$ cat src/rtl/core/mmfn_pkg.sv
// Shared types and constants for the min-max feature normalizer.
package mmfn_pkg;

    localparam int CFG_W   = 5;
    localparam int SCALE_W = 16;
    localparam logic [SCALE_W-1:0] SCALE_ONE = '1;

    typedef enum logic [2:0] {
        FE_IDLE,
        FE_LD_WR,
        FE_MOD,
        FE_RO_RD,
        FE_RO_PUSH
    } t_fe_state;

    typedef enum logic [2:0] {
        BE_IDLE,
        BE_DIFF,
        BE_NUM,
        BE_DIV,
        BE_OUT
    } t_be_state;

    typedef struct packed {
        logic last;
        logic dropped;
    } t_ro_flags;

endpackage

$ cat src/rtl/core/mmfn_queue.sv
// Two-entry queue between the front and back parts.
module mmfn_queue #(
    parameter int W = 8
) (
    input  logic         i_clk,
    input  logic         i_rst_n,
    input  logic         i_push,
    input  logic [W-1:0] i_push_data,
    output logic         o_push_ready,
    output logic         o_pop_valid,
    output logic [W-1:0] o_pop_data,
    input  logic         i_pop
);
    import mmfn_pkg::*;

    logic [W-1:0] r_mem [2];
    logic         r_wr_ptr;
    logic         r_rd_ptr;
    logic [1:0]   r_count;
    logic         push_ok;
    logic         pop_ok;

    assign o_push_ready = (r_count != 2'd2);
    assign o_pop_valid  = (r_count != 2'd0);
    assign o_pop_data   = r_mem[r_rd_ptr];
    assign push_ok      = i_push && o_push_ready;
    assign pop_ok       = i_pop && o_pop_valid;

    always_ff @(posedge i_clk) begin
        if (push_ok) begin
            r_mem[r_wr_ptr] <= i_push_data;
        end
    end

    always_ff @(posedge i_clk) begin
        if (!i_rst_n) begin
            r_wr_ptr <= 1'b0;
            r_rd_ptr <= 1'b0;
            r_count  <= 2'd0;
        end else begin
            if (push_ok) begin
                r_wr_ptr <= ~r_wr_ptr;
            end
            if (pop_ok) begin
                r_rd_ptr <= ~r_rd_ptr;
            end
            r_count <= r_count + 2'(push_ok) - 2'(pop_ok);
        end
    end

endmodule

$ cat config.mk
export PLATFORM = sky130hd
export DESIGN_NAME = mmfn_queue
export DESIGN_NICKNAME = d
export VERILOG_FILES = /design/src/rtl/core/mmfn_pkg.sv /design/src/rtl/core/mmfn_queue.sv
export SDC_FILE = /design/constraint.sdc
export NUM_CORES = 1
export LEC_CHECK = 0
export BUFFER_PORTS_ARGS = -buffer_cell sky130_fd_sc_hd__buf_2
export CORE_UTILIZATION = 30
export CTS_CLUSTER_SIZE = 25
export DETAILED_ROUTE_END_ITERATION = 12
export GPL_TIMING_DRIVEN = 0
export PLACE_DENSITY = 0.62
export REMOVE_ABC_BUFFERS = 1
export SYNTH_ARGS = -nofsm -noshare
export SYNTH_HDL_FRONTEND = slang
export SYNTH_SLANG_ARGS = --single-unit
export TNS_END_PERCENT = 100
$ cat constraint.sdc
create_clock -name i_clk -period 1.8 [get_ports i_clk]
set_input_delay 0.27 -clock i_clk [delete_from_list [all_inputs] [get_ports i_clk]]
set_output_delay 0.27 -clock i_clk [all_outputs]
set_load 0.005 [all_outputs]
[Word-level counts from Yosys, hierarchy flattened]
Memories as Yosys holds them, arrays and structs flattened. A register that Yosys moved wholly into a read port is not among the register bits.
Cells that the tools add are included.
Word-level totals
  flip-flop bits (word level): 4
  latch bits: 0
  bits in writable memories: 16
  memory bits (read-only): 0
  output and inout port bits: 10
  word-level logic and storage cells: 16
  memories: 1
Cells by class
  add/subtract/negate cells: 2
  multiply operators: 0
  div/mod/pow operators: 0
  order comparisons: 0
  equality and inequality tests: 1
  shifts and indexed selects: 0
  muxes and demuxes: 4
  bitwise gates (word level): 2
  reduce and logical (&&, ||, !) cells: 3
Memory list
  r_mem: words 2, bits a word 8, rd ports 1, clocked after Yosys merged registers in 1, write ports 1, RTL line mmfn_queue.sv:16  | logic [W-1:0] r_mem [2];
Operators with widths (number)
  1-bit 2-to-1 mux: 4
  2-bit by 1-bit adder with 2-bit output: 1
  1-bit logical AND: 2
  2-bit != test, second input constant: 1
  1-bit NOT: 2
  2-bit nonzero test: 1
  2-bit by 1-bit subtractor with 2-bit output: 1

[Logic depth before layout (Yosys ltp)]
Gate-level depths: netlist (run 1).
  depth in word-level cells: 4
  depth in mapped cells: 8

[Least setup slack after synthesis (run 1)]
Ideal clock, no wire load.
  kind: reg2reg
  from: register r_count[0]
  to: register r_count[1]
  setup time: 0.115 ns
  arrival time: 1.443 ns
  data required time: 1.685 ns
  path slack: 0.243 ns
  stages on the path, launching flop included: 9
  clock period less this slack: 1.557 ns
  cell sequence: dfxtp_1 nand2b_1 nand2_1 ha_1 inv_1 ha_1 xnor2_1 xnor2_1 and2_1
On the way
  word-level cells in the longest chain between the ends: 4
  elaborated cells between the ends (all ways): 6
  classes of those cells: add/sub: 2; eq/ne: 1; reduce/logical: 3
RTL lines
  start: declaration: RTL line mmfn_queue.sv:19  | logic [1:0] r_count;
  start signal: assignment: RTL line mmfn_queue.sv:47  | r_count <= r_count + 2'(push_ok) - 2'(pop_ok);
  2-bit != test: RTL line mmfn_queue.sv:23  | assign o_push_ready = (r_count != 2'd2);
  named net o_push_ready: RTL line mmfn_queue.sv:9  | output logic o_push_ready,
  1-bit logical AND: RTL line mmfn_queue.sv:26  | assign push_ok = i_push && o_push_ready;
  2-bit by 1-bit adder with 2-bit output: RTL line mmfn_queue.sv:47
  2-bit by 1-bit subtractor with 2-bit output: RTL line mmfn_queue.sv:47
The timed path passes the listed nets, and every way through them passes these cells.
A chain may end at the register's enable or synchronous reset.

==> impl_metrics.ini, run 1 <==
[outcome]
status = finished, final reports clean

[synth]
synthCells = 49
yosysWarnings = 0
synth_compound_area_share_pct = 1.08
synth_top_family_by_area = multiplexers
synth_area_um2 = 811
synth_seq_area_share_pct = 71.6
synth.area.mux_share_pct = 12.3
synthAdderAreaFrac_pct = 3.09
yosys.area_share.simple_pct = 7.56
synth.distinct_cells = 16
ys_seq_elements = 21
synth-xor-area-share_pct = 3.24
syn_avg_cell_area_um2 = 16.5

[sta]
setup_slack_ns = 0.152
hold_viol = 0
rsz0062_at_grt = false
fin_skew_ns = 0.00120
tns_ns = 0
timing.final.crit_share_pct = 91.5
period_minus_slack_ns = 1.65
worstMarginPinSlew_ns = 0.731
finalMaxSlewViolations = 0
worst_slew_margin_rel_pct = 51.1
timing.fmax_ghz = 0.607
setup_viol_count_final = 0

[place]
routabilityCongestion = 0.656
io_buffer_count = 21
dp_slack_ns = 0.179
place_hpwl_um = 852

[grt]
grt_max_degree = 13
grt_pass1_wl_mm = 1.94
grt_overflow = 0
antenna_found_initial = 0
grt_pass1_vias = 480
grtUsageTotal_pct = 10.2

[worst_setup_path]
cp_max_fo = 8
required_ns = 1.53
cp-end-kind = output port
arrival_ns = 1.38
start_kind = flop
crit_type = flop to output port
cpPeakStageDelay_ns = 0.57
reg2reg_from = r_count[0]
cpMaxStageDelayCell = dfxtp_1
path_cells = mux2_2 -> buf_2

[pwr]
vdd_drop_max_mv = 0.760
power_uw = 1230
leakage_uw = 0.000387
powerDensity_nw_per_um2 = 1260

[route]
post_drt_wl_per_cell_um = 11.4
drtIter0Drc = 7
drc_errors = 0
antenna_left = 0
dr_total_vias = 460
first_pass_iters = 2
wirelength_mm = 1.18
vias_per_cell = 4.47

[clock_network]
cts_buffers = 3
cts_tree = done
clk_latency_ns = 0.30
cts_sinks = 21
cts_resized = 0
htreeDepth = 1
hold_buffers = 0
cts_buffer_depth = 2
cts_root_buffer = clkbuf_4
path_clk_slew_ns = 0.11
postCtsSetupBuffers = 0

[flow_run]
max_cap_violations = 0

[finish]
drive_gt1_share_pct = 47.9
final_net_count = 88
utilization_pct = 38.7
syn2layout_area_growth_pct = 20.4
n_antenna_cell = 0

[die]
dieHeight_um = 54.0
ios = 22
rows = 18
start_util_pct = 32.1
core_um2 = 2520
die_w_um = 54.0
design.die.area_um2 = 2910

[worst_hold_path]
min_from = i_push_data[4]
hold_path.class = input pin to flop
cell families after synthesis:
logic type | count (synthesis)
DFF | 21
and+or+nand+nor | 11
muxes | 9
xor gates and xnor gates | 3
buffers and inverters | 2
adders and majority gates | 2
AOI/OAI and AO/OA | 1
Yosys cell counts:
cell type / number / area share (%)
edfxtp_1: 16 / 59
or2_2: 1 / 0.77
o21a_2: 1 / 1.1
nand2_1: 2 / 0.93
nor2_1: 1 / 0.46
dfxtp_1: 5 / 12
and2_1: 2 / 1.5
inv_1: 1 / 0.46
ha_1: 2 / 3.1
and3_1: 1 / 0.77
nor2b_1: 2 / 1.5
mux2i_1: 1 / 1.2
buf_2: 1 / 0.62
mux2_2: 8 / 11
nand2b_1: 2 / 1.5
xnor2_1: 3 / 3.2
layer usage:
metal	GRT usage [%]	up-vias	share of wire (%)
met5	0	-	0
met1	9.33	214	41
li1	-	224	-
met2	18.3	19	49
met4	3.85	0	1.0
met3	5.93	3	9.0
power by group:
| group | total [uW] | internal, uW | switching, uW |
|---|---|---|---|
| clock | 219 | 82.9 | 136 |
| sequential | 673 | 617 | 55.7 |
| combinational | 342 | 200 | 142 |
worst paths after layout:
path                                      end  slack (ns)  cells after the start
worst min register to register       r_wr_ptr        0.50                      2
worst max register to register     r_count[1]        0.19                      8
worst min-delay path              r_mem[0][4]        0.15                      1
worst max-delay path            o_pop_data[6]        0.15                      2
layout by cell type, fill, tap and decap left out:
| cell | n |
|---|---|
| buf_2 | 21 |
| edfxtp_1 | 16 |
| mux2_2 | 8 |
| dfxtp_1 | 5 |
| xnor2_1 | 3 |
| clkbuf_4 | 3 |
| nand2b_1 | 2 |
| nand2_1 | 2 |
| nor2b_1 | 2 |
| and2_1 | 2 |
| ha_1 | 2 |
| o21a_2 | 1 |
| or2_2 | 1 |
| inv_1 | 1 |
| and3_1 | 1 |
| nor2_1 | 1 |
| mux2i_1 | 1 |
| clkinv_2 | 1 |
registers in the layout (all words and copies together), names as in the netlist, named ones only:
signal and flops:
r_rd_ptr 1, r_count 2, r_wr_ptr 1, r_mem 16
worst max-delay path, delay by kind of cell (launching register included):
| family | cells | cell delay (ns) |
|---|---|---|
| buf+inv | 1 | 0.12 |
| mux | 1 | 0.38 |
| flops | 1 | 0.57 |
through the flow:
step                hold slack (ns)  std cells  instance area (um^2)
global route                  0.119        103                   976
floorplan                     0.369         48                   806
global placement              0.461         99                   948
CTS                           0.136        103                   976
detailed placement            0.464         99                   948
finish                        0.150        103                   976
final cells by class:
class,count,area [um^2]
clock buffer,3,22.5
inverter,1,3.75
multi-input combinational,26,221
sequential,21,581
timing repair buffer,21,105
fill,265,1550
tap,30,37.5
clock inverter,1,5.00
(Power assumes the default switching activity.)
==> run 2, diff against run 1 <==
--- a/config.mk
+++ b/config.mk
@@ -6,11 +6,11 @@
 export NUM_CORES = 1
 export LEC_CHECK = 0
 export BUFFER_PORTS_ARGS = -buffer_cell sky130_fd_sc_hd__buf_2
-export CORE_UTILIZATION = 30
+export CORE_UTILIZATION = 49
 export CTS_CLUSTER_SIZE = 25
 export DETAILED_ROUTE_END_ITERATION = 12
 export GPL_TIMING_DRIVEN = 0
-export PLACE_DENSITY = 0.62
+export PLACE_DENSITY = 0.86
 export REMOVE_ABC_BUFFERS = 1
 export SYNTH_ARGS = -nofsm -noshare
 export SYNTH_HDL_FRONTEND = slang
==> impl_metrics.ini, run 2 (synthesis gave the netlist of run 1 again) <==
[die]
design.die.area_um2 = 1820
die_w_um = 42.7
ios = 22
rows = 14
start_util_pct = 53.2
dieHeight_um = 42.7
core_um2 = 1520

[grt]
use_met3_pct = 5.53
antenna_found_initial = 0
grt_pass1_wl_mm = 1.89
busiest_layer = met2
met2_usage_pct = 25.8
grt_overflow = 0
globalRouteMet1Util_pct = 15.5
grt_pass1_vias = 474
grtUsageTotal_pct = 15.1
grt_max_degree = 12

[sta]
finalMaxSlewViolations = 0
period_minus_slack_ns = 1.61
fin_skew_ns = 0.00795
timing.fmax_ghz = 0.620
tns_ns = 0
rsz0062_at_grt = false
worst_slew_margin_rel_pct = 51.2
setup_viol_count_final = 0
timing.final.crit_share_pct = 89.7
worstMarginPinSlew_ns = 0.729
hold_viol = 0

[pwr]
power.switching_uw = 325
comb_power_share_pct = 27.5
vdd_drop_max_mv = 0.802
powerDensity_nw_per_um2 = 1280
internal_power_uw = 903
seq_power_share_pct = 54.8
netSwitchingFraction_pct = 26.5
power.share.clock_pct = 17.8
leakage_uw = 0.000384

[outcome]
status = finished, final reports clean

[finish]
multiInputGateArea_um2 = 221
regMostFlops = r_mem
utilization_pct = 62.8
syn2layout_area_growth_pct = 18.1
top_regs = r_mem (16), r_count (2)
drive_gt1_share_pct = 46.6
largest_register_ffs = 16
final_common_cell = buf_2
mostFrequentLayoutCells = buf_2 (21), edfxtp_1 (16), mux2_2 (8)
fillers = 134
final_net_count = 88
seqCellArea_um2 = 581
n_antenna_cell = 0

[clock_network]
htreeDepth = 1
cts_buffer_depth = 2
clk_latency_ns = 0.30
cts_sinks = 21
hold_buffers = 0
postCtsSetupBuffers = 0
cts_buffers = 3
path_clk_slew_ns = 0.11
cts_tree = done
cts_resized = 0
cts_root_buffer = clkbuf_4

[worst_setup_path]
cpPeakStageDelay_ns = 0.54
cp_top_family = flip-flops
reg2reg_from = r_count[0]
cpMaxStageDelayCell = dfxtp_1
start_kind = flop
path_cells = mux2_2 -> buf_2
cp-end-kind = output port
critPathBufInv = 1
cp_max_fo = 8
arrival_ns = 1.34
required_ns = 1.53
crit_type = flop to output port

[route]
wirelength_mm = 1.17
antenna_left = 0
vias_per_cell = 5.03
drtIter0Drc = 4
post_drt_wl_per_cell_um = 13.2
drc_errors = 0
first_pass_iters = 4
dr_total_vias = 448

[place]
routabilityCongestion = 0.644
io_buffer_count = 21
place_hpwl_um = 794

[flow_run]
max_cap_violations = 0

[worst_hold_path]
hold_path.class = input pin to flop
min_from = i_push_data[0]
[run 2: power by group through the flow]
stage	clock network, uW	logic (uW)	registers, uW
after global routing	246	377	687
after CTS	227	344	674
after detailed placement	0	343	685
after global placement	0	334	681
final	218	338	673
after floorplan	0	236	669
[run 2: per-stage QoR]
| step | hold slack (ns) | power (uW) | cell area, um^2 | worst slack (ns) | std cells |
|---|---|---|---|---|---|
| global placement | 0.458 | 1010 | 931 | 0.206 | 85 |
| detailed placement | 0.464 | 1030 | 931 | 0.194 | 85 |
| finish | 0.154 | 1230 | 957 | 0.186 | 89 |
| CTS | 0.142 | 1250 | 957 | 0.151 | 89 |
| global route | 0.135 | 1310 | 957 | 0.0500 | 89 |
| floorplan | 0.369 | 904 | 806 | 0.243 | 48 |
[run 2: path summary, 6_finish.rpt]
kind | end | slack [ns] | depth (start not counted)
worst min-delay path | r_mem[1][0] | 0.15 | 1
worst max-delay path | o_pop_data[6] | 0.19 | 2
worst min register to register | r_wr_ptr | 0.50 | 2
worst max register to register | r_count[1] | 0.19 | 8
[run 2: area by class of cell]
type                            count  area share [%]
Inverter                            1           0.392
Multi-Input combinational cell     26            23.1
Timing Repair Buffer               21            11.0
Clock buffer                        4            2.75
Sequential cell                    21            60.7
Tap cell                           16            2.09
[run 2: metal layers]
metal / share of wire [%] / vias up
met5: 0 / -
met4: 3.1 / 0
met3: 6.2 / 4
met2: 48 / 19
met1: 42 / 202
li1: - / 223
