`src/rtl/core/mmfn_pkg.sv`:
```
// Shared types and constants for the min-max feature normalizer.
package mmfn_pkg;

    localparam int CFG_W   = 5;
    localparam int SCALE_W = 16;
    localparam logic [SCALE_W-1:0] SCALE_ONE = '1;

    typedef enum logic [2:0] {
        FE_IDLE,
        FE_LD_WR,
        FE_MOD,
        FE_RO_RD,
        FE_RO_PUSH
    } t_fe_state;

    typedef enum logic [2:0] {
        BE_IDLE,
        BE_DIFF,
        BE_NUM,
        BE_DIV,
        BE_OUT
    } t_be_state;

    typedef struct packed {
        logic last;
        logic dropped;
    } t_ro_flags;

endpackage

```
`src/rtl/core/mmfn_back.sv`:
```
// Back part: range checks and iterative divide for one read-out, result register.
module mmfn_back #(
    parameter int SAMPLE_BITS = 16,
    parameter int FI_W        = 4,
    parameter int E_W         = 54
) (
    input  logic                          i_clk,
    input  logic                          i_rst_n,
    input  logic                          i_q_valid,
    input  logic [E_W-1:0]                i_q_data,
    output logic                          o_q_pop,
    output logic                          o_valid,
    input  logic                          i_ready,
    output logic [mmfn_pkg::SCALE_W-1:0]  o_scaled_value,
    output logic [FI_W-1:0]               o_feature_index,
    output logic                          o_last_value,
    output logic                          o_dropped
);
    import mmfn_pkg::*;

    localparam int SB   = SAMPLE_BITS;
    localparam int NUM_W = SB + SCALE_W;
    localparam int ST_W = $clog2(SCALE_W);

    t_be_state            r_state, n_state;
    logic signed [SB-1:0] r_x, r_mn, r_mx;
    logic [FI_W-1:0]      r_f;
    t_ro_flags            r_flags;
    logic [SB-1:0]        r_range, n_range;
    logic [SB-1:0]        r_d, n_d;
    logic [SB-1:0]        r_rem, n_rem;
    logic [SCALE_W-1:0]   r_low, n_low;
    logic [ST_W-1:0]      r_step, n_step;
    logic [SCALE_W-1:0]   r_scaled, n_scaled;

    logic signed [SB-1:0] q_x, q_mn, q_mx;
    logic [FI_W-1:0]      q_f;
    t_ro_flags            q_flags;

    assign {q_x, q_mn, q_mx, q_f, q_flags} = i_q_data;

    assign o_scaled_value  = r_scaled;
    assign o_feature_index = r_f;
    assign o_last_value    = r_flags.last;
    assign o_dropped       = r_flags.dropped;

    always_comb begin
        logic signed [SB:0] diff_r;
        logic signed [SB:0] diff_d;
        logic [NUM_W-1:0]   num;
        logic [SB:0]        sh;
        logic               qbit;

        n_state  = r_state;
        n_range  = r_range;
        n_d      = r_d;
        n_rem    = r_rem;
        n_low    = r_low;
        n_step   = r_step;
        n_scaled = r_scaled;
        o_q_pop  = 1'b0;
        o_valid  = 1'b0;
        diff_r   = {r_mx[SB-1], r_mx} - {r_mn[SB-1], r_mn};
        diff_d   = {r_x[SB-1], r_x} - {r_mn[SB-1], r_mn};
        num      = {r_d, {SCALE_W{1'b0}}} - NUM_W'(r_d) + NUM_W'(r_range >> 1);
        sh       = {r_rem, r_low[SCALE_W-1]};
        qbit     = (sh >= {1'b0, r_range});

        unique case (r_state)
            BE_IDLE: begin
                if (i_q_valid) begin
                    o_q_pop = 1'b1;
                    n_state = BE_DIFF;
                end
            end
            BE_DIFF: begin
                // flat feature and out-of-range samples skip the divide
                if (r_mx > r_mn) begin
                    if (r_x <= r_mn) begin
                        n_scaled = '0;
                        n_state  = BE_OUT;
                    end else if (r_x >= r_mx) begin
                        n_scaled = SCALE_ONE;
                        n_state  = BE_OUT;
                    end else begin
                        n_range = diff_r[SB-1:0];
                        n_d     = diff_d[SB-1:0];
                        n_state = BE_NUM;
                    end
                end else begin
                    n_scaled = '0;
                    n_state  = BE_OUT;
                end
            end
            BE_NUM: begin
                // d*65535 + range/2; the quotient fits 16 bits so the top part is below range
                n_rem   = num[NUM_W-1:SCALE_W];
                n_low   = num[SCALE_W-1:0];
                n_step  = ST_W'(SCALE_W - 1);
                n_state = BE_DIV;
            end
            BE_DIV: begin
                if (qbit) begin
                    sh = sh - {1'b0, r_range};
                end
                n_rem = sh[SB-1:0];
                n_low = {r_low[SCALE_W-2:0], qbit};
                if (r_step == '0) begin
                    n_scaled = n_low;
                    n_state  = BE_OUT;
                end else begin
                    n_step = r_step - ST_W'(1);
                end
            end
            BE_OUT: begin
                o_valid = 1'b1;
                if (i_ready) begin
                    n_state = BE_IDLE;
                end
            end
            default: begin
                n_state = BE_IDLE;
            end
        endcase
    end

    always_ff @(posedge i_clk) begin
        if (o_q_pop) begin
            r_x     <= q_x;
            r_mn    <= q_mn;
            r_mx    <= q_mx;
            r_f     <= q_f;
            r_flags <= q_flags;
        end
        r_range  <= n_range;
        r_d      <= n_d;
        r_rem    <= n_rem;
        r_low    <= n_low;
        r_step   <= n_step;
        r_scaled <= n_scaled;
    end

    always_ff @(posedge i_clk) begin
        if (!i_rst_n) begin
            r_state <= BE_IDLE;
        end else begin
            r_state <= n_state;
        end
    end

    a_rem_lt_range: assert property (@(posedge i_clk) disable iff (!i_rst_n)
        (r_state == BE_DIV) |-> (r_rem < r_range))
        else $error("partial remainder not below range");

    a_d_lt_range: assert property (@(posedge i_clk) disable iff (!i_rst_n)
        (r_state == BE_NUM) |-> (r_d < r_range))
        else $error("offset not below range");

endmodule

```
`config.mk`:
```
export PLATFORM = sky130hd
export DESIGN_NAME = mmfn_back
export DESIGN_NICKNAME = d
export VERILOG_FILES = /design/src/rtl/core/mmfn_pkg.sv /design/src/rtl/core/mmfn_back.sv
export SDC_FILE = /design/constraint.sdc
export NUM_CORES = 1
export LEC_CHECK = 0
export ABC_CLOCK_PERIOD_IN_PS = 19250
export BUFFER_PORTS_ARGS = -buffer_cell sky130_fd_sc_hd__buf_2
export CAP_MARGIN = 20
export CORE_MARGIN = 2
export CORE_UTILIZATION = 40
export CTS_BUF_LIST = sky130_fd_sc_hd__clkbuf_8
export DETAILED_ROUTE_END_ITERATION = 10
export PLACE_DENSITY = 0.61
export REMOVE_ABC_BUFFERS = 1
export SLEW_MARGIN = 25
export SYNTH_ARGS = -nofsm -noshare
export SYNTH_HDL_FRONTEND = slang
export SYNTH_SLANG_ARGS = --single-unit
```
`constraint.sdc`:
```
create_clock -name i_clk -period 19.25 [get_ports i_clk]
set_input_delay 0.9625 -clock i_clk [delete_from_list [all_inputs] [get_ports i_clk]]
set_output_delay 0.9625 -clock i_clk [all_outputs]
set_load 0.02 [all_outputs]
```
# After elaboration in Yosys (flattened, before gate mapping)
# Cells that the tools add are included.
# Widths: inputs -> output; s select.
# word_totals
rom_bits	0
output_inout_bits	24
memories	0
ff_bits	141
wordCells	62
latchBits	0
mem_bits_rw	0
inputBits	58
# op_classes
eq_ne	9
n_reduce_logical	8
n_addsub	6
mul	0
n_div	0
mux	20
n_shift	0
order_cmp	4
n_bitwise	2
# ops
cell	count
$pmux 16 s2	3
$mux 16	5
$sub 16x16->16	3
$add 32x15->32	1
$sub 32x16->32	1
$mux 3	6
$ge 17x16->1	1
$ge 16x16->1	1
$gt 16x16->1	1
$le 16x16->1	1
$pmux 3 s5	1
$ne 2x2->1 const B	4
$pmux 4 s2	1
$eq 3x2->1 const B	2
$reduce_and 3->1	2
$logic_not 4->1	1
$mux 4	1
$ne 4x4->1 const B	1
$reduce_and 4->1	1
$reduce_bool 2->1	2
$sub 4x1->4 const B	1
$eq 3x1->1 const B	1
$eq 3x3->1 const B	1
$logic_not 3->1	1
other kinds (3)	6

# Depth between registers and ports, before layout
# Gate-level depths: netlist of run 1.
# depth
ltp_word	5
depth_mapped	13
mapped_depth_nobuf	12

# Worst setup path after synthesis of run 1
# OpenSTA, ideal clock, no wires.
# synth_path
path_kind	input -> output
startpoint	input i_q_valid
endpoint	output o_q_pop
n_path_buf	0
stages	1
arrival_time_ns	7.043
required_ns	18.288
path_slack_ns	11.245
path_cell_list	nor4b_1
# synth_between
elab_chain_len	2
# synth_lines
element	line_no	text
start: declaration	mmfn_back.sv:9	input logic i_q_valid,
$mux 1	mmfn_back.sv:71	if (i_q_valid) begin
$mux 1	mmfn_back.sv:69	unique case (r_state)
end: declaration	mmfn_back.sv:11	output logic o_q_pop,
# No other way between the ends.

# Final worst setup path of run 1
# layout_path
startpoint	register r_mn[0]
endpoint	register r_range[11], enable pin
# layout_between
elab_chain_len	3
elab_cells_between_ends	4
cone_classes	2 x order compare; 1 x bitwise; 1 x reduce/logical
# layout_lines
element	line_no	text
start: declaration	mmfn_back.sv:26	logic signed [SB-1:0] r_x, r_mn, r_mx;
start signal: assignment	mmfn_back.sv:130	r_mn <= q_mn;
$le 16x16->1	mmfn_back.sv:79	if (r_x <= r_mn) begin
$not 1->1 (no line)	-	
$reduce_and 4->1 (no line) (*)	-	
end signal: assignment	mmfn_back.sv:135	r_range <= n_range;
end: declaration	mmfn_back.sv:29	logic [SB-1:0] r_range, n_range;
# Every way passes the cells marked *; elsewhere a longest branch is shown, timed or not.
# A chain may end at the register's enable or synchronous reset.

==> summary.txt, run 1 <==
GRT
  – Initial antenna violation count: 0
  – First-pass GRT wire length: 30100 um
  – Gr usage total: 0.171
  – GRT overflow: 0
  – Largest net degree at the start of global routing: 56
  – Vias in the first global route: 6051

Timing
  – Period utilization: 0.189
  – RSZ-0062 raised after global routing: no
  – Layout Skew: 0.0212 ns
  – Min Hold Slack: 0.534 ns
  – Minimum clock period: 3.63 ns
  – Max-slew violation count: 0
  – TNS Setup: 0 ns
  – Rel. slew slack: 0.519
  – Setup-failing EPs final: 0
  – Slew @ Worst Pin: 0.716 ns
  – Endpoints failing hold: 0
  – Fmax: 276 MHz

Cells and area
  – Share of cells above drive strength 1: 0.147
  – Filler Cell Count: 1994
  – Final Cell Area: 0.00984 mm^2
  – N_diodes: 0
  – Number of nets in the layout: 1039
  – Area of the multi-input gates: 0.00413 mm^2
  – FF/Latch Area: 0.00420 mm^2
  – Area grow syn2layout: 13.1%

Floorplanning
  – Die W: 151 um
  – # IOs: 82
  – Initial core utilization: 0.411
  – Std-Cell Rows: 53
  – Die ar.: 0.0229 mm^2
  – Core area: 0.0212 mm^2
  – Die Ht: 151 um

Yosys
  – Syn avg cell area: 10.8 um^2
  – Post-synthesis cell type count: 64
  – Syn Inst Count: 803
  – EDFF count, synth: 138
  – Most frequent cell after synthesis: edfxtp_1
  – Synth Warn #: 0
  – Mapped Area: 0.00869 mm^2
  – Dominant synthesized flop cell: edfxtp_1
  – Synth Register Bits: 141
  – Commonest cells in the netlist: edfxtp_1, inv_1, ha_1
  – Post-synthesis sequential area ratio: 0.484
  – Area leader, netlist: edfxtp_1
  – Top post-synthesis cells by area: edfxtp_1, ha_1, xnor2_1, inv_1, a21oi_1
  – Async SR Flop Fraction: 0
  – Top-area cell type share of the netlist area: 0.477

Worst setup path
  – Buffer and inverter count on the worst path: 1
  – Cell family with most CP delay: compound AO/OA/AOI/OAI gates
  – Crit-path cells: ha_1 > fa_1 > nand2b_1 > a21boi_1 > o21ai_1 > a21oi_1 > a221oi_1 > a311oi_1 > o2111a_1 > and2_1 > buf_4
  – Crit Path Category: reg2reg
  – CP max-delay cell: a311oi_1
  – Critical path fanouts, max: 32
  – CP Capture Type: register
  – Startpoint Class: register
  – Critical Path RT: 19.37 ns
  – Arrival @ worst endpoint: 3.75 ns
  – CP peak stage delay: 0.41 ns

Route
  – Vias: 6066
  – Initial DRC count: 298
  – Wire length per cell: 15.2 um
  – DRC: 0
  – Final antenna-violating net count: 0
  – DRT Pass-1 Iters: 7
  – Via density: 5.12
  – Drt total wl: 18000 um

Place
  – GPL Wtd Cong: 0.844
  – Detailed Place HPWL: 13900 um
  – Post-DP Area: 0.00945 mm^2
  – Port bufs: 81

Run
  – Max cap viols: 0

CTS
  – CTS clk-pin slew, worst paths: 0.09 ns
  – Setup repair bufs after CTS: 0
  – Post-CTS sizing: 0
  – H-tree depth: 4
  – Clk sink count: 141
  – CTS Hold Bufs: 0
  – Worst-Skew Late Latency: 0.47 ns
  – Clock Path Buffers: 2
  – CTS Buf Count: 17
  – CTS root buf: clkbuf_8
  – CTS tree: done

Pwr
  – Peak VDD IR: 0.0000444 V
  – Pwr Density: 94.2 mW/mm^2
  – Leak Pwr: 4.10 nW
  – Final Power: 0.000926 W

Min path
  – Hold WC Path Type: reg2reg

Status
  – Run status: complete, no violations
[area by class of cell]
| cell class | instances | share of cell area |
|---|---|---|
| inverters | 86 | 0.0328 |
| clock inverters | 15 | 0.0153 |
| clock buffers | 17 | 0.0238 |
| repair buffers | 87 | 0.0458 |
| multi-input cells | 564 | 0.420 |
| well taps | 275 | 0.0350 |
| flip-flops and latches | 141 | 0.427 |
[cell usage in the layout (no fill, tap or decap), drive strengths merged, types with 6 or more instances in the layout]
cell,instances
edfxtp,138
inv,93
buf,87
ha,80
nand2,65
xnor2,52
a21oi,50
nor2,49
o21ai,37
nor3,28
a21o,23
clkbuf,17
mux2i,15
o21a,14
nand4,13
nand3,11
nor2b,10
nand2b,10
xor2,10
o31ai,8
a221oi,7
o41ai,7
o21bai,6
or3,6
[kinds of logic (layout without fill, tap and decap cells)]
family / Yosys count / after routing / share of synthesized area
mux: 16 / 16 / 0.0186
xor+xnor: 62 / 62 / 0.0625
compound gates: 187 / 187 / 0.148
flops: 141 / 141 / 0.484
fa+ha+maj: 84 / 84 / 0.124
simple gates: 215 / 215 / 0.120
buf+inv: 98 / 205 / 0.0429
[metrics by stage]
| stage | util | worst slack [ns] | instances |
|---|---|---|---|
| floorplan | - | 11.25 | 791 |
| global placement | 0.447 | 15.67 | 1153 |
| detailed placement | 0.447 | 15.60 | 1153 |
| CTS | 0.465 | 15.56 | 1185 |
| global route | 0.465 | 15.40 | 1185 |
| finish | 0.465 | 15.62 | 1185 |
[where the power goes]
part	switching, W	internal, W	total [W]
registers	0.0000174	0.000394	0.000411
clock network	0.000131	0.000106	0.000237
logic	0.000164	0.000115	0.000279
total	0.000312	0.000615	0.000926
[registers in the layout, summed over array words and instances (netlist names), 3 cells and up]
register         cells
o_feature_index      4
r_mn                16
r_state              3
r_step               4
r_low               16
r_d                 16
o_scaled_value      16
r_mx                16
r_range             16
r_x                 16
r_rem               16
[routing by layer]
| layer | up-vias | part of all wire | GRT usage |
|---|---|---|---|
| li1 | 3129 | - | - |
| met1 | 2758 | 0.48 | 0.232 |
| met5 | - | 0 | 0 |
| met4 | 0 | 0.021 | 0.0645 |
| met2 | 152 | 0.45 | 0.268 |
| met3 | 27 | 0.048 | 0.0358 |
[final timing paths]
| check | cells past startpoint | end | from | slack (ns) |
|---|---|---|---|---|
| setup / recovery | 11 | r_range[11] | r_mn[0] | 15.62 |
| hold / removal | 2 | o_scaled_value[9] | r_low[8] | 0.53 |
| setup reg to reg | 11 | r_range[11] | r_mn[0] | 15.62 |
| hold reg to reg | 2 | o_scaled_value[9] | r_low[8] | 0.53 |
[worst register-to-register path, delay by kind of cell, from the launching register on]
| kind | cells | cell delay (ns) |
|---|---|---|
| buf+inv | 1 | 0.33 |
| simple gates | 2 | 0.30 |
| fa+ha+maj | 2 | 0.62 |
| flops | 1 | 0.40 |
| compound gates | 6 | 1.60 |
Note: power is estimated with default switching activity, not from simulation.
==> run 2, diff against run 1 <==
--- a/config.mk
+++ b/config.mk
@@ -5,7 +5,7 @@
 export SDC_FILE = /design/constraint.sdc
 export NUM_CORES = 1
 export LEC_CHECK = 0
-export ABC_CLOCK_PERIOD_IN_PS = 19250
+export ABC_CLOCK_PERIOD_IN_PS = 3800
 export BUFFER_PORTS_ARGS = -buffer_cell sky130_fd_sc_hd__buf_2
 export CAP_MARGIN = 20
 export CORE_MARGIN = 2
==> constraint.sdc (replaced) <==
create_clock -name i_clk -period 3.8 [get_ports i_clk]
set_input_delay 0.19 -clock i_clk [delete_from_list [all_inputs] [get_ports i_clk]]
set_output_delay 0.19 -clock i_clk [all_outputs]
set_load 0.02 [all_outputs]
==> summary.txt, run 2 (synthesis gave the netlist of run 1 again) <==
Status
  – Run status: complete, no violations

Timing
  – Endpoints failing hold: 0
  – RSZ-0062 raised after global routing: no
  – Fmax: 288 MHz
  – Max-slew violation count: 0
  – Rel. slew slack: 0.488
  – Layout Skew: 0.0174 ns
  – Minimum clock period: 3.47 ns
  – Final worst slack: 0.327 ns
  – Min Hold Slack: 0.0275 ns
  – Setup-failing EPs final: 0
  – Slew @ Worst Pin: 0.765 ns
  – Period utilization: 0.914

Place
  – Place WS: 0.383 ns
  – Post-DP Area: 0.00950 mm^2
  – Port bufs: 81
  – Detailed Place HPWL: 14200 um
  – GPL Wtd Cong: 0.906
  – Post-Place Cells: 1158

GRT
  – Met2 Track Usage GR: 0.282
  – Largest net degree at the start of global routing: 56
  – Gr usage total: 0.177
  – Initial antenna violation count: 0
  – Vias in the first global route: 6360
  – First-pass GRT wire length: 31000 um
  – Met3 Usage GRT: 0.0416
  – Met1 Use GR: 0.238
  – Top Usage Layer GRT: met2
  – GRT overflow: 0

Pwr
  – Clock share of power: 0.252
  – Switch Pwr: 0.00160 W
  – Pwr Density: 456 mW/mm^2
  – Combinational power share: 0.310
  – Peak VDD IR: 0.000346 V
  – Sequential Power Share: 0.437
  – Leak Pwr: 4.35 nW
  – Int Pwr: 0.00316 W
  – Switching Fraction: 0.336

Worst setup path
  – Arrival @ worst endpoint: 3.63 ns
  – CP Capture Type: register
  – Critical path fanouts, max: 32
  – Startpoint Class: register
  – Crit Path Category: reg2reg
  – Critical Path RT: 3.95 ns

Route
  – DRT Pass-1 Iters: 7
  – DRC: 0
  – Vias: 6432
  – Initial DRC count: 513
  – Drt total wl: 19100 um
  – Wire length per cell: 15.3 um
  – Via density: 5.17
  – Final antenna-violating net count: 0

CTS
  – Post-CTS sizing: 0
  – H-tree depth: 4
  – Clk sink count: 141
  – CTS tree: done
  – Clock Path Buffers: 2
  – CTS clk-pin slew, worst paths: 0.09 ns
  – Worst-Skew Late Latency: 0.46 ns
  – CTS root buf: clkbuf_8
  – CTS Buf Count: 17

Floorplanning
  – Die Ht: 151 um
  – Std-Cell Rows: 53
  – Core area: 0.0212 mm^2
  – # IOs: 82
  – Die ar.: 0.0229 mm^2
  – Initial core utilization: 0.411
  – Die W: 151 um

Cells and area
  – Final Non-Filler Cells: 1245
  – N_diodes: 0
  – Area grow syn2layout: 20.0%
  – Number of nets in the layout: 1099
  – Share of cells above drive strength 1: 0.142
  – Final Cell Area: 0.0104 mm^2
  – Most frequent cells in the layout: edfxtp_1, inv_1, buf_2
  – Filler Cell Count: 1905
  – Commonest non-fill, non-tap cell in the layout: edfxtp_1
  – Util after Layout: 0.493

Run
  – Max cap viols: 0

Min path
  – Hold WC Path Type: in2reg
[run 2: timing repair]
item / in CTS / in global routing
hold buffers: 55 / 0
endpoints found under the hold margin: 55 / 0
setup buffers: 0 / 0
[run 2: metrics by stage]
| stage | TNS (ns) | total power [W] |
|---|---|---|
| 3_3_place_gp | 0 | 0.00354 |
| 2_1_floorplan | -188.05 | 0.00317 |
| 3_5_place_dp | 0 | 0.00354 |
| 4_1_cts | 0 | 0.00479 |
| 6_report | 0 | 0.00476 |
| 5_1_grt | 0 | 0.00505 |
[run 2: metal layers]
layer  share of wire  wire, um  up-vias
met5               0         0        -
met4           0.021       401        0
met3           0.055      1050       30
met2            0.45      8640      191
met1            0.47      9020     2956
li1                -         -     3255
[run 2: final timing paths]
path              startpoint                 end  slack [ns]  depth (start not counted)
setup / recovery     r_mn[0]          r_range[5]        0.33                         11
hold reg to reg     r_low[9]  o_scaled_value[10]        0.52                          2
setup reg to reg     r_mn[0]          r_range[5]        0.33                         11
hold / removal       i_ready          r_state[2]        0.03                          3
[run 2: layout make-up]
cell class | instances | area, um^2 | area share
multi-input combinational | 564 | 4130 | 0.396
tap | 275 | 344 | 0.0330
clock inverter | 15 | 148 | 0.0141
sequential | 141 | 4200 | 0.403
timing repair buffer | 147 | 1050 | 0.101
inverter | 86 | 323 | 0.0309
clock buffer | 17 | 234 | 0.0224
[run 2: worst max-delay path: stages (launching register included)]
cell and delay (ns):
edfxtp_1 0.41, ha_1 0.22, fa_1 0.41, nand2b_1 0.16
a21boi_1 0.19, o21ai_1 0.12, a21oi_1 0.30, a221oi_1 0.17
a311oi_1 0.43, o2111a_1 0.35, and2_1 0.20, buf_12 0.20
[run 2: power by group through the flow]
stage / clock network, W / registers, W / logic (W)
floorplan: 0 / 0.00216 / 0.00101
global placement: 0 / 0.00211 / 0.00142
detailed placement: 0 / 0.00212 / 0.00143
CTS: 0.00123 / 0.00208 / 0.00148
global route: 0.00129 / 0.00210 / 0.00166
finish: 0.00120 / 0.00208 / 0.00147
==> run 3, diff against run 2 <==
--- a/config.mk
+++ b/config.mk
@@ -5,15 +5,14 @@
 export SDC_FILE = /design/constraint.sdc
 export NUM_CORES = 1
 export LEC_CHECK = 0
-export ABC_CLOCK_PERIOD_IN_PS = 3800
+export ABC_CLOCK_PERIOD_IN_PS = 3100
 export BUFFER_PORTS_ARGS = -buffer_cell sky130_fd_sc_hd__buf_2
 export CAP_MARGIN = 20
 export CORE_MARGIN = 2
-export CORE_UTILIZATION = 40
+export CORE_UTILIZATION = 56
 export CTS_BUF_LIST = sky130_fd_sc_hd__clkbuf_8
 export DETAILED_ROUTE_END_ITERATION = 10
-export PLACE_DENSITY = 0.61
-export REMOVE_ABC_BUFFERS = 1
+export PLACE_DENSITY = 0.82
 export SLEW_MARGIN = 25
 export SYNTH_ARGS = -nofsm -noshare
 export SYNTH_HDL_FRONTEND = slang
==> constraint.sdc (replaced) <==
create_clock -name i_clk -period 3.1 [get_ports i_clk]
set_input_delay 0.155 -clock i_clk [delete_from_list [all_inputs] [get_ports i_clk]]
set_output_delay 0.155 -clock i_clk [all_outputs]
set_load 0.02 [all_outputs]
==> summary.txt, run 3 (synthesis gave the netlist of run 1 again) <==
Cells and area
  – Share of cells above drive strength 1: 0.205
  – Most frequent cells in the layout: edfxtp_1, inv_1, buf_2
  – N_diodes: 0
  – Area grow syn2layout: 25.6%
  – Number of nets in the layout: 1146
  – Commonest non-fill, non-tap cell in the layout: edfxtp_1

Floorplanning
  – Die Ht: 129 um
  – Initial core utilization: 0.572
  – Die ar.: 0.0165 mm^2
  – # IOs: 82
  – Std-Cell Rows: 45
  – Die W: 129 um
  – Core area: 0.0152 mm^2

Route
  – Via density: 5.85
  – Wire length per cell: 17.8 um
  – Drt total wl: 21500 um
  – Initial DRC count: 507
  – Vias: 7050
  – DRT Pass-1 Iters: 6
  – DRC: 0
  – Final antenna-violating net count: 0

Place
  – Port bufs: 81
  – Detailed Place HPWL: 14200 um
  – GPL Wtd Cong: 0.944

Pwr
  – Leak Pwr: 4.63 nW
  – Final Power: 0.00627 W
  – Pwr Density: 574 mW/mm^2
  – Peak VDD IR: 0.000364 V

Min path
  – Hold WC Path Type: in2reg

CTS
  – Clk sink count: 141
  – CTS Buf Count: 17
  – Clock Path Buffers: 2
  – H-tree depth: 4
  – CTS clk-pin slew, worst paths: 0.08 ns
  – Worst-Skew Late Latency: 0.47 ns
  – CTS tree: done
  – CTS root buf: clkbuf_8

Worst setup path
  – Cell family with most CP delay: compound AO/OA/AOI/OAI gates
  – Crit-path cells: inv_1 > ha_1 > o21ai_0 > o21bai_1 > and4bb_2 > nor4b_4 > o41ai_4 > a31o_4 > buf_6 > nor3_1 > a221oi_1
  – Startpoint Class: register
  – Critical path fanouts, max: 8
  – CP max-delay cell: edfxtp_1
  – CP peak stage delay: 0.42 ns
  – CP Capture Type: register
  – Arrival @ worst endpoint: 3.22 ns
  – Crit Path Category: reg2reg
  – Critical Path RT: 3.29 ns
  – Buffer and inverter count on the worst path: 2

Timing
  – TNS Setup: 0 ns
  – Setup-failing EPs final: 0
  – Period utilization: 0.978
  – Max-slew violation count: 0
  – Layout Skew: 0.0117 ns
  – Rel. slew slack: 0.571
  – RSZ-0062 raised after global routing: yes
  – Slew @ Worst Pin: 0.638 ns
  – Minimum clock period: 3.03 ns
  – Fmax: 330 MHz
  – Min Hold Slack: 0.0978 ns
  – Endpoints failing hold: 0

GRT
  – Gr usage total: 0.262
  – Initial antenna violation count: 0
  – Vias in the first global route: 6800
  – First-pass GRT wire length: 33300 um
  – GRT overflow: 0
  – Largest net degree at the start of global routing: 56

Yosys
  – Syn nets: 945

Status
  – Run status: complete, no violations

Run
  – Max cap viols: 0
run 3: layer usage:
layer  global-route usage  routed length [um]  vias to the layer above
met2                0.460               10800                      277
met5                    0                   0                        -
met4                0.113                 798                        0
met3               0.0511                1140                       60
met1                0.317                8740                     3352
li1                     -                   -                     3361
run 3: final cells by class:
type	count	area, um^2
fillers	1043	4280
well taps	188	235
clock inverters	15	184
multi-input cells	565	4290
flip-flops and latches	141	4200
clock buffers	17	234
repair buffers	193	1450
inverters	86	323
run 3: final timing paths:
kind / start / to / slack (ns) / depth (start not counted)
worst max-delay path: r_range[8] / r_rem[7] / 0.07 / 11
worst min-delay path: i_q_valid / r_state[0] / 0.1 / 5
worst max register to register: r_range[8] / r_rem[7] / 0.07 / 11
worst min register to register: r_low[9] / o_scaled_value[10] / 0.53 / 2
run 3: worst reg2reg max path, delay by kind of cell (launching register included):
family | cells | cell delay, ns
buf+inv | 2 | 0.23
simple gates | 3 | 0.89
fa+ha+maj | 1 | 0.32
flops | 1 | 0.42
compound gates | 5 | 0.91
run 3: report_power, final:
part,total [W],internal [W],switching (W),leakage (nW)
sequential,0.00256,0.00244,0.000113,1.30
combinational,0.00213,0.000954,0.00117,3.13
clock,0.00158,0.000806,0.000774,0.205
run 3: what timing repair did:
action / CTS / global route
endpoints found under the hold margin: 57 / 0
gates cloned: 1 / 2
endpoints found under the setup margin: 55 / 79
hold buffers: 57 / 0
resized for setup: 9 / 29
buffers inserted: 2 / 12
pin swaps: 2 / 7
run 3: through the flow:
stage	area, um^2	setup WS (ns)	utilization	cells
after floorplan	8720	-0.203	-	803
after global placement	9630	-0.0135	0.633	1099
after detailed placement	9630	-0.115	0.633	1099
after CTS	10700	0.0000862	0.703	1191
after global routing	10900	-0.0432	0.718	1205
final	10900	0.0686	0.718	1205
